File: config.mk
export PLATFORM = sky130hd
export DESIGN_NAME = quad_motor_pwm_mixer_top_flat
export DESIGN_NICKNAME = d
export VERILOG_FILES = /design/src/hw/rtl/qmpm_pkg.sv /design/src/hw/rtl/qmpm_item_if.sv /design/src/hw/rtl/qmpm_result_if.sv /design/src/hw/rtl/quad_motor_pwm_mixer_top.sv /design/src/flat_wrapper.sv
export SDC_FILE = /design/constraint.sdc
export NUM_CORES = 1
export LEC_CHECK = 0
export BUFFER_PORTS_ARGS = -buffer_cell sky130_fd_sc_hd__buf_2
export CAP_MARGIN = 10
export CORE_MARGIN = 10
export CORE_UTILIZATION = 56
export DETAILED_ROUTE_END_ITERATION = 16
export GPL_TIMING_DRIVEN = 1
export PLACE_DENSITY = 0.73
export REMOVE_ABC_BUFFERS = 1
export SLEW_MARGIN = 20
export SYNTH_ARGS = -nofsm -noshare
export SYNTH_HDL_FRONTEND = slang
export SYNTH_SLANG_ARGS = --single-unit
File: constraint.sdc
create_clock -name clk -period 6.9 [get_ports clk]
set_input_delay 0 -clock clk [delete_from_list [all_inputs] [get_ports clk]]
set_output_delay 0 -clock clk [all_outputs]
set_load 0.005 [all_outputs]
File: src/hw/rtl/qmpm_pkg.sv
// ----------------------------------------------------------------------------
// qmpm_pkg
// Types, codes and helper functions shared by the four-motor PWM mixer.
// ----------------------------------------------------------------------------
package qmpm_pkg;

	localparam int NumMotors = 4;

	// Item kinds carried on the cmd field.
	localparam logic [1:0] CMD_TICK   = 2'd0;
	localparam logic [1:0] CMD_KEY    = 2'd1;
	localparam logic [1:0] CMD_SERIAL = 2'd2;

	// Motion commands, shared by the key codes and serial bytes one to six.
	localparam logic [2:0] MOV_NONE       = 3'd0;
	localparam logic [2:0] MOV_ALL_UP     = 3'd1;
	localparam logic [2:0] MOV_ALL_DOWN   = 3'd2;
	localparam logic [2:0] MOV_PAIR_B_UP  = 3'd3;
	localparam logic [2:0] MOV_PAIR_B_DN  = 3'd4;
	localparam logic [2:0] MOV_PAIR_A_DN  = 3'd5;
	localparam logic [2:0] MOV_PAIR_A_UP  = 3'd6;

	// Serial link control bytes.
	localparam logic [7:0] TAKE_BYTE    = 8'h55;
	localparam logic [7:0] RELEASE_BYTE = 8'h66;

	// Direction pin patterns after an all-up and an all-down command.
	localparam logic [7:0] UP_PATTERN   = 8'h69;
	localparam logic [7:0] DOWN_PATTERN = 8'h00;

	// Notice codes.
	localparam logic [1:0] NOTICE_NONE     = 2'd0;
	localparam logic [1:0] NOTICE_TAKEN    = 2'd1;
	localparam logic [1:0] NOTICE_RELEASED = 2'd2;

	// Configuration register indexes and reset values.
	localparam logic CFG_DUTY_STEP  = 1'b0;
	localparam logic CFG_PERIOD_TOP = 1'b1;
	localparam logic [6:0] DUTY_STEP_RESET  = 7'd15;
	localparam logic [7:0] PERIOD_TOP_RESET = 8'd100;

	// Per-duty adjustment codes.
	localparam logic [1:0] ADJ_HOLD = 2'd0;
	localparam logic [1:0] ADJ_UP   = 2'd1;
	localparam logic [1:0] ADJ_DOWN = 2'd2;

	typedef logic [7:0] duty_t;
	typedef logic [1:0] adj_t;

	// Move one duty by the step in the given direction, then clamp to 0..top.
	function automatic duty_t adjust_duty(input duty_t duty, input logic [6:0] step,
	                                      input logic [7:0] top, input adj_t adj);
		logic [8:0] sum;
		logic [8:0] val;
		begin
			sum = {1'b0, duty} + {2'b00, step};
			unique case (adj)
				ADJ_UP:   val = sum;
				ADJ_DOWN: val = (duty < {1'b0, step}) ? 9'd0
				                : {1'b0, duty} - {2'b00, step};
				default:  val = {1'b0, duty};
			endcase
			adjust_duty = (val > {1'b0, top}) ? top : val[7:0];
		end
	endfunction

endpackage

File: src/hw/rtl/qmpm_item_if.sv
// ----------------------------------------------------------------------------
// qmpm_item_if
// Input channel of the mixer: one tick, key command or serial byte per word.
// ----------------------------------------------------------------------------
interface qmpm_item_if;
	logic       valid;
	logic       ready;
	logic [1:0] cmd;
	logic [2:0] key_code;
	logic [7:0] serial_byte;

	modport source (output valid, output cmd, output key_code, output serial_byte,
	                input ready);
	modport sink (input valid, input cmd, input key_code, input serial_byte,
	              output ready);
endinterface

File: src/hw/rtl/qmpm_result_if.sv
// ----------------------------------------------------------------------------
// qmpm_result_if
// Output channel of the mixer: pulse levels, authority, direction and notice.
// ----------------------------------------------------------------------------
interface qmpm_result_if;
	logic       valid;
	logic       ready;
	logic [3:0] pulse_bits;
	logic       remote_mode;
	logic [7:0] motor_direction;
	logic [1:0] notice;

	modport source (output valid, output pulse_bits, output remote_mode,
	                output motor_direction, output notice, input ready);
	modport sink (input valid, input pulse_bits, input remote_mode,
	              input motor_direction, input notice, output ready);
endinterface

File: src/hw/rtl/quad_motor_pwm_mixer_top.sv
// ----------------------------------------------------------------------------
// quad_motor_pwm_mixer_top
// Four-motor PWM generator with throttle and attitude mixing.
// ----------------------------------------------------------------------------
// Results are registered; the output register is refilled in the cycle it is taken.
// Throughput: one word per cycle, stalling while a full result is not taken.
// The single state update (one add, clamp and compare per motor) sets that rate.
// Reset (arst_n low, asynchronous) clears all duties, the counter, authority and
// direction, sets all four pulses high, and loads duty_step 15 and period_top 100.
// ----------------------------------------------------------------------------
module quad_motor_pwm_mixer_top (
	input  logic        clk,
	input  logic        arst_n,
	input  logic        cfg_we,
	input  logic        cfg_index,
	input  logic [7:0]  cfg_wdata,
	qmpm_item_if.sink   item,
	qmpm_result_if.source result
);
	import qmpm_pkg::*;

	// Configuration registers.
	logic [6:0] duty_step_q;
	logic [7:0] period_top_q;

	// Block state.
	logic [7:0] tick_count_q;
	duty_t      duty_q [NumMotors];
	logic       auth_q;
	logic [7:0] dir_q;
	logic [3:0] pulse_q;

	// Output register.
	logic       out_valid_q;
	logic [3:0] out_pulse_q;
	logic       out_remote_q;
	logic [7:0] out_dir_q;
	logic [1:0] out_notice_q;

	// Next-state values for the word being accepted.
	logic [7:0] tick_next;
	logic [8:0] tick_inc;
	duty_t      duty_next [NumMotors];
	logic [3:0] pulse_next;
	logic       auth_next;
	logic [7:0] dir_next;
	logic [1:0] notice_next;
	logic       apply_move;
	logic [2:0] move_code;
	adj_t       adj [NumMotors];
	logic       accept;

	// A new word enters whenever the output register is empty or is being
	// emptied in this cycle, so the block runs at one word per clock.
	assign item.ready = !out_valid_q || result.ready;
	assign accept     = item.valid && item.ready;

	// Configuration writes land directly in their registers.
	always_ff @(posedge clk or negedge arst_n) begin
		if (!arst_n) begin
			duty_step_q  <= DUTY_STEP_RESET;
			period_top_q <= PERIOD_TOP_RESET;
		end else if (cfg_we) begin
			unique case (cfg_index)
				CFG_DUTY_STEP:  duty_step_q  <= cfg_wdata[6:0];
				CFG_PERIOD_TOP: period_top_q <= cfg_wdata;
				default: ;
			endcase
		end
	end

	// Decode which motion command applies. Key commands act only without
	// remote authority, serial commands one to six only with it. Any applied
	// key code, even one that names no motion, still clamps all duties.
	always_comb begin
		apply_move  = 1'b0;
		move_code   = MOV_NONE;
		auth_next   = auth_q;
		notice_next = NOTICE_NONE;
		unique case (item.cmd)
			CMD_KEY: begin
				apply_move = !auth_q;
				move_code  = item.key_code;
			end
			CMD_SERIAL: begin
				priority if (item.serial_byte == TAKE_BYTE) begin
					auth_next   = 1'b1;
					notice_next = NOTICE_TAKEN;
				end else if (item.serial_byte == RELEASE_BYTE) begin
					if (auth_q) begin
						auth_next   = 1'b0;
						notice_next = NOTICE_RELEASED;
					end
				end else if (item.serial_byte[7:3] == 5'd0 &&
				             item.serial_byte[2:0] != MOV_NONE &&
				             item.serial_byte[2:0] != 3'd7) begin
					apply_move = auth_q;
					move_code  = item.serial_byte[2:0];
				end
			end
			default: ;
		endcase
	end

	// Per-motor adjustment for the decoded command.
	always_comb begin
		for (int i = 0; i < NumMotors; i++) begin
			adj[i] = ADJ_HOLD;
		end
		dir_next = dir_q;
		if (apply_move) begin
			unique case (move_code)
				MOV_ALL_UP: begin
					for (int i = 0; i < NumMotors; i++) begin
						adj[i] = ADJ_UP;
					end
					dir_next = UP_PATTERN;
				end
				MOV_ALL_DOWN: begin
					for (int i = 0; i < NumMotors; i++) begin
						adj[i] = ADJ_DOWN;
					end
					dir_next = DOWN_PATTERN;
				end
				MOV_PAIR_B_UP: begin
					adj[1] = ADJ_UP;
					adj[2] = ADJ_DOWN;
				end
				MOV_PAIR_B_DN: begin
					adj[1] = ADJ_DOWN;
					adj[2] = ADJ_UP;
				end
				MOV_PAIR_A_DN: begin
					adj[0] = ADJ_DOWN;
					adj[3] = ADJ_UP;
				end
				MOV_PAIR_A_UP: begin
					adj[0] = ADJ_UP;
					adj[3] = ADJ_DOWN;
				end
				default: ;
			endcase
		end
	end

	// Duties are moved and clamped on an applied command, and only clamped on
	// a tick. The counter wraps to zero once it would pass period_top; the
	// pulse of a motor is high while the new count does not exceed its duty.
	always_comb begin
		tick_inc  = {1'b0, tick_count_q} + 9'd1;
		tick_next = tick_count_q;
		pulse_next = pulse_q;
		for (int i = 0; i < NumMotors; i++) begin
			duty_next[i] = duty_q[i];
		end
		if (item.cmd == CMD_TICK) begin
			tick_next = (tick_inc > {1'b0, period_top_q}) ? 8'd0 : tick_inc[7:0];
			for (int i = 0; i < NumMotors; i++) begin
				duty_next[i]  = adjust_duty(duty_q[i], duty_step_q, period_top_q, ADJ_HOLD);
				pulse_next[i] = (tick_next <= duty_next[i]);
			end
		end else if (apply_move) begin
			for (int i = 0; i < NumMotors; i++) begin
				duty_next[i] = adjust_duty(duty_q[i], duty_step_q, period_top_q, adj[i]);
			end
		end
	end

	// State registers advance only on an accepted word.
	always_ff @(posedge clk or negedge arst_n) begin
		if (!arst_n) begin
			tick_count_q <= 8'd0;
			auth_q       <= 1'b0;
			dir_q        <= 8'd0;
			pulse_q      <= 4'hF;
			for (int i = 0; i < NumMotors; i++) begin
				duty_q[i] <= '0;
			end
		end else if (accept) begin
			tick_count_q <= tick_next;
			auth_q       <= auth_next;
			dir_q        <= dir_next;
			pulse_q      <= pulse_next;
			for (int i = 0; i < NumMotors; i++) begin
				duty_q[i] <= duty_next[i];
			end
		end
	end

	// Output register: holds one result until the sink takes it.
	always_ff @(posedge clk or negedge arst_n) begin
		if (!arst_n) begin
			out_valid_q <= 1'b0;
		end else if (item.ready) begin
			out_valid_q <= item.valid;
		end
	end

	always_ff @(posedge clk) begin
		if (accept) begin
			out_pulse_q  <= pulse_next;
			out_remote_q <= auth_next;
			out_dir_q    <= dir_next;
			out_notice_q <= notice_next;
		end
	end

	assign result.valid           = out_valid_q;
	assign result.pulse_bits      = out_pulse_q;
	assign result.remote_mode     = out_remote_q;
	assign result.motor_direction = out_dir_q;
	assign result.notice          = out_notice_q;

endmodule
File: src/flat_wrapper.sv
// flat-port wrapper written by rule: the top's interface ports become plain ports
module quad_motor_pwm_mixer_top_flat import qmpm_pkg::*;
  (clk, arst_n, cfg_we, cfg_index, cfg_wdata, item_valid, item_cmd, item_key_code, item_serial_byte, item_ready, result_valid, result_pulse_bits, result_remote_mode, result_motor_direction, result_notice, result_ready);
  qmpm_item_if item_i ();
  qmpm_result_if result_i ();
  input  logic clk;
  input  logic arst_n;
  input  logic cfg_we;
  input  logic cfg_index;
  input  logic [7:0] cfg_wdata;
  input wire logic [$bits(item_i.valid)-1:0] item_valid;
  input wire logic [$bits(item_i.cmd)-1:0] item_cmd;
  input wire logic [$bits(item_i.key_code)-1:0] item_key_code;
  input wire logic [$bits(item_i.serial_byte)-1:0] item_serial_byte;
  output wire logic [$bits(item_i.ready)-1:0] item_ready;
  output wire logic [$bits(result_i.valid)-1:0] result_valid;
  output wire logic [$bits(result_i.pulse_bits)-1:0] result_pulse_bits;
  output wire logic [$bits(result_i.remote_mode)-1:0] result_remote_mode;
  output wire logic [$bits(result_i.motor_direction)-1:0] result_motor_direction;
  output wire logic [$bits(result_i.notice)-1:0] result_notice;
  input wire logic [$bits(result_i.ready)-1:0] result_ready;
  assign item_i.valid = item_valid;
  assign item_i.cmd = item_cmd;
  assign item_i.key_code = item_key_code;
  assign item_i.serial_byte = item_serial_byte;
  assign item_ready = item_i.ready;
  assign result_valid = result_i.valid;
  assign result_pulse_bits = result_i.pulse_bits;
  assign result_remote_mode = result_i.remote_mode;
  assign result_motor_direction = result_i.motor_direction;
  assign result_notice = result_i.notice;
  assign result_i.ready = result_ready;
  quad_motor_pwm_mixer_top u_core (.clk(clk), .arst_n(arst_n), .cfg_we(cfg_we), .cfg_index(cfg_index), .cfg_wdata(cfg_wdata), .item(item_i), .result(result_i));
endmodule
==> metrics.md <==
| Metric | Value |
|---|---|
| Area delta synth->final | `7.15%` |
| Remaining routing DRC violations | `0` |
| Net Sw Frac | `51.1%` |
| Clk buf depth | `2` |
| Crit path DAT | `around 5600 ps` |
| Die area | `0.0244 mm²` |
| Synth unique cells | `a little over 80` |
| Postcts setup bufs | `0` |
| Drt total wl | `32900 µm` |
| Number of enable flip-flop cells after synthesis | `15` |
| Vias in the first global route | `9398` |
| Fin crit period | `about 5400 ps` |
| Synth area leaders | `ha_1 21%, dfrtp_1 14%, edfxtp_1 4.3%` |
| Clk pwr share | `a little over a tenth` |
| Max-Cap Viols | `0` |
| Total CTS buffers | `9` |
| Leak | `~5.1 nW` |
| Clk_skew | `approximately 7.0 ps` |
| XOR/XNOR Fraction of Synth Area | `under 10%` |
| DP HPWL | `23400 µm` |
| Cells after synthesis | `roughly 1200` |
| Initial Util | `57.4%` |
| Flop pwr share | `21.3%` |
| Fraction of layout cells with a size suffix above 1 | `slightly above 9%` |
| Final Util | `61.5%` |
| Hold Crit Class | `primary input to flop` |
| Worst slew pin tran | `1020 ps` |
| # diodes | `0` |
| Post-synthesis compound-gate area fraction | `23.6%` |
| Top FF cell, synth | `dfrtp_1` |
| Crit share post-route | `just under 80%` |
| YS warnings | `0` |
| Starting DRT DRC Count | `870` |
| # rows | `between 40 and 50` |
| RD Place Congestion | `0.992` |
| Int Pwr | `0.00223 W` |
| Met2 Wirelength | `14800 µm` |
| First-pass GRT wire length | `slightly above 50000 µm` |
| Pre-antenna DRT Iters | `5` |
| Crit path max fanout | `17` |
| CP Data Required Time | `7160 ps` |
| Slew Limit Fails | `0` |
| Post-synthesis mux area share | `between 5 and 6%` |
| Via density | `6.62` |
| Status | `complete, no violations` |
| Post-DP Area | `around 0.011 mm²` |
| Reg clk slew, reported paths | `~70 ps` |
| Clk Latency, worst-skew pair | `around 370 ps` |
| Synth Area per Inst | `approximately 8.3 µm²` |
| Post-Layout Inst Area | `0.0111 mm²` |
| CTS sink count | `84` |
| Die Ht | `around 160 µm` |
| GRT Util Overall | `a little over a quarter` |
| Cell Area, Synth | `0.0104 mm²` |
| Worst VDD drop | `about 210 µV` |
| Die Wd | `156 µm` |
| Final nets | `1471` |
| CTS root buf | `clkbuf_16` |
| Drt wl/cell | `21.9 µm` |
| Largest family of logic cells by synthesized area | `compound AO/OA/AOI/OAI gates` |
| Gate power share | `around 70%` |
| Rel. slew slack | `a little under a third` |
| Core area | `roughly 0.018 mm²` |
| Antenna viol nets, final | `0` |
| Max Used Layer | `met4` |
| RSZ-0062 raised after global routing | `false` |
| Routed vias | `9924` |
| Endpoint class of the critical path | `flop` |
| FILL cells | `1549` |
| Initial antenna violation count | `0` |
| Largest net degree at the start of global routing | `70` |
| I/O pin cnt | `44` |
| Routed length on met1 | `13700 µm` |
| Input/output buffers | `43` |
| Max frequency | `about 190 MHz` |
| Setup TNS | `0 ps` |
| Cell area power density | `around 410 mW/mm²` |
| Post-synthesis register bit count | `84` |
| Post-synthesis adder-cell area fraction | `22.3%` |
| TritonCTS clock tree | `done` |
| Slack of the worst reg-to-reg path | `1730 ps` |
| H-tree depth | `3` |
| Reg area | `roughly 0.0022 mm²` |
| NetSw | `0.00233 W` |
| Gr ovfl total | `0` |
| Resized cells post-CTS | `0` |
| Hold buffer count at CTS | `12` |
| Critical path class | `primary input to flop` |
| CP startpoint kind | `primary input` |
| Asr flop ratio synth | `82.1%` |
| Synth area leader | `ha_1` |
| Final Power | `0.00456 W` |
| WL met3 | `2900 µm` |
| # setup viols final | `0` |
| Final hold violation count | `0` |
| Post-synthesis sequential area ratio | `a little over a fifth` |
| Post-synth top area share | `20.7%` |
| Post-Synth Simple-Gate Area | `19.8%` |
| Multi-input gate area | `0.00769 mm²` |
==> per-stage QoR <==
stage / hold slack (ps) / setup slack, ps / std cells
finish: 64.2 / 1520 / 1498
global route: 83.1 / 1170 / 1498
CTS: 55.4 / 1690 / 1498
detailed placement: 193 / 1810 / 1470
global placement: 191 / 1920 / 1470
floorplan: -296 / 2580 / 1191
==> worst paths after layout <==
check | to | cells past startpoint | startpoint
max | u_core.duty_q[3]$_DFFE_PN0P_ | 22 | item_serial_byte[4]
min | u_core.result.notice[0]$_SDFFCE_PP0P_ | 2 | item_serial_byte[0]
max reg2reg | u_core.duty_q[3]$_DFFE_PN0P_ | 15 | u_core.duty_step_q[1]$_DFFE_PN1P_
min reg2reg | u_core.dir_q[6]$_DFFE_PN0P_ | 1 | u_core.dir_q[6]$_DFFE_PN0P_
max in group asynchronous | u_core.duty_q[27]$_DFFE_PN0P_ | 2 | arst_n
min in group asynchronous | u_core.tick_count_q[2]$_DFFE_PN0P_ | 2 | arst_n
==> cells by family (layout without fill, tap and decap cells) <==
family / count (synthesis) / in the layout
muxes: 59 / 59
adders and majority gates: 180 / 180
xor gates and xnor gates: 27 / 27
and+or+nand+nor: 409 / 409
buffers and inverters: 129 / 152
AOI/OAI and AO/OA: 358 / 358
DFF: 84 / 84
==> per-layer routing <==
metal / up-vias / global-route usage, %
li1: 4638 / -
met1: 4698 / 34.6
met2: 485 / 42.1
met3: 103 / 5.76
met4: 0 / 11.2
met5: - / 0
==> registers in the layout, indices dropped and copies added (netlist names) <==
signal	cells
u_core.result.valid	1
u_core.result.notice	2
u_core.period_top_q	8
u_core.duty_step_q	7
u_core.result.pulse_bits	4
u_core.auth_q	1
u_core.tick_count_q	8
u_core.result.motor_direction	8
u_core.duty_q	32
u_core.pulse_q	4
u_core.result.remote_mode	1
u_core.dir_q	8
==> cells in the mapped netlist, drive strengths merged (4+ instances only) <==
cell	instances
ha	172
nor2	106
nand2	102
a21oi	83
inv	74
o21ai	62
dfrtp	58
clkbuf	42
nor2b	42
mux2i	40
a21o	29
nand2b	29
nor3	29
o21a	23
nand4	20
a221oi	19
mux2	19
nand3	19
a31oi	15
edfxtp	15
xnor2	15
buf	13
o211ai	13
o31ai	13
xor2	12
a211oi	11
dfstp	11
nor4	11
o21bai	9
a22oi	8
fa	8
o211a	8
or3	8
a22o	7
and3	7
o2111ai	7
o22ai	7
or2	7
nand3b	6
o32ai	6
a221o	5
and2	5
nor3b	5
o221ai	4
==> layout by cell type (no fill, tap or decap), types with 8 or more instances in the layout <==
master / count
nand4_1: 20
xor2_1: 12
dfrtp_1: 58
nor3_1: 28
o21bai_1: 9
mux2i_1: 40
nor2b_1: 42
mux2_2: 19
a211oi_1: 11
a31oi_1: 14
nor2_1: 104
clkbuf_16: 9
o31ai_1: 13
dfstp_2: 11
nand2_1: 102
o21a_1: 23
o211ai_1: 13
nand3_1: 19
o211a_1: 8
buf_2: 42
or3_1: 8
nand2b_1: 29
xnor2_1: 15
nor4_1: 11
fa_1: 8
ha_1: 172
edfxtp_1: 15
dlygate4sd3_1: 12
buf_4: 8
a21o_1: 29
a21oi_1: 82
o21ai_0: 61
inv_1: 74
a221oi_1: 19
==> power groups by stage <==
| stage | Clock, W | Combinational (W) | Sequential, W |
|---|---|---|---|
| 6_report | 0.000477 | 0.00311 | 0.000973 |
| 5_1_grt | 0.000501 | 0.00348 | 0.000984 |
| 4_1_cts | 0.000481 | 0.00303 | 0.000953 |
| 3_5_place_dp | 0 | 0.00300 | 0.000961 |
| 3_3_place_gp | 0 | 0.00294 | 0.000956 |
| 2_1_floorplan | 0 | 0.00236 | 0.000830 |
==> cell type report <==
type / count / area share, %
clock buffer: 9 / 2.03
multi-input combinational: 1033 / 69.2
inverter: 74 / 2.50
tap: 229 / 2.58
timing repair buffer: 62 / 3.51
clock inverter: 7 / 0.484
sequential: 84 / 19.7
==> worst max-delay path, cell delays in order <==
cell and delay [ps]:
dlygate4sd3_1 550, buf_2 160, nor4b_2 260, and4b_4 310, a32o_1 340, nand2_1 160
nor2_1 270, inv_1 80, ha_1 500, nor2b_1 300, o21ai_0 150, a21oi_1 220
inv_1 120, o31ai_1 410, ha_1 320, o21ai_0 90, a21oi_1 70, o211ai_1 180
nand4_1 460, a22o_1 360, a22o_1 180, a21o_1 150
No activity file was read; power rests on OpenSTA's default activity.
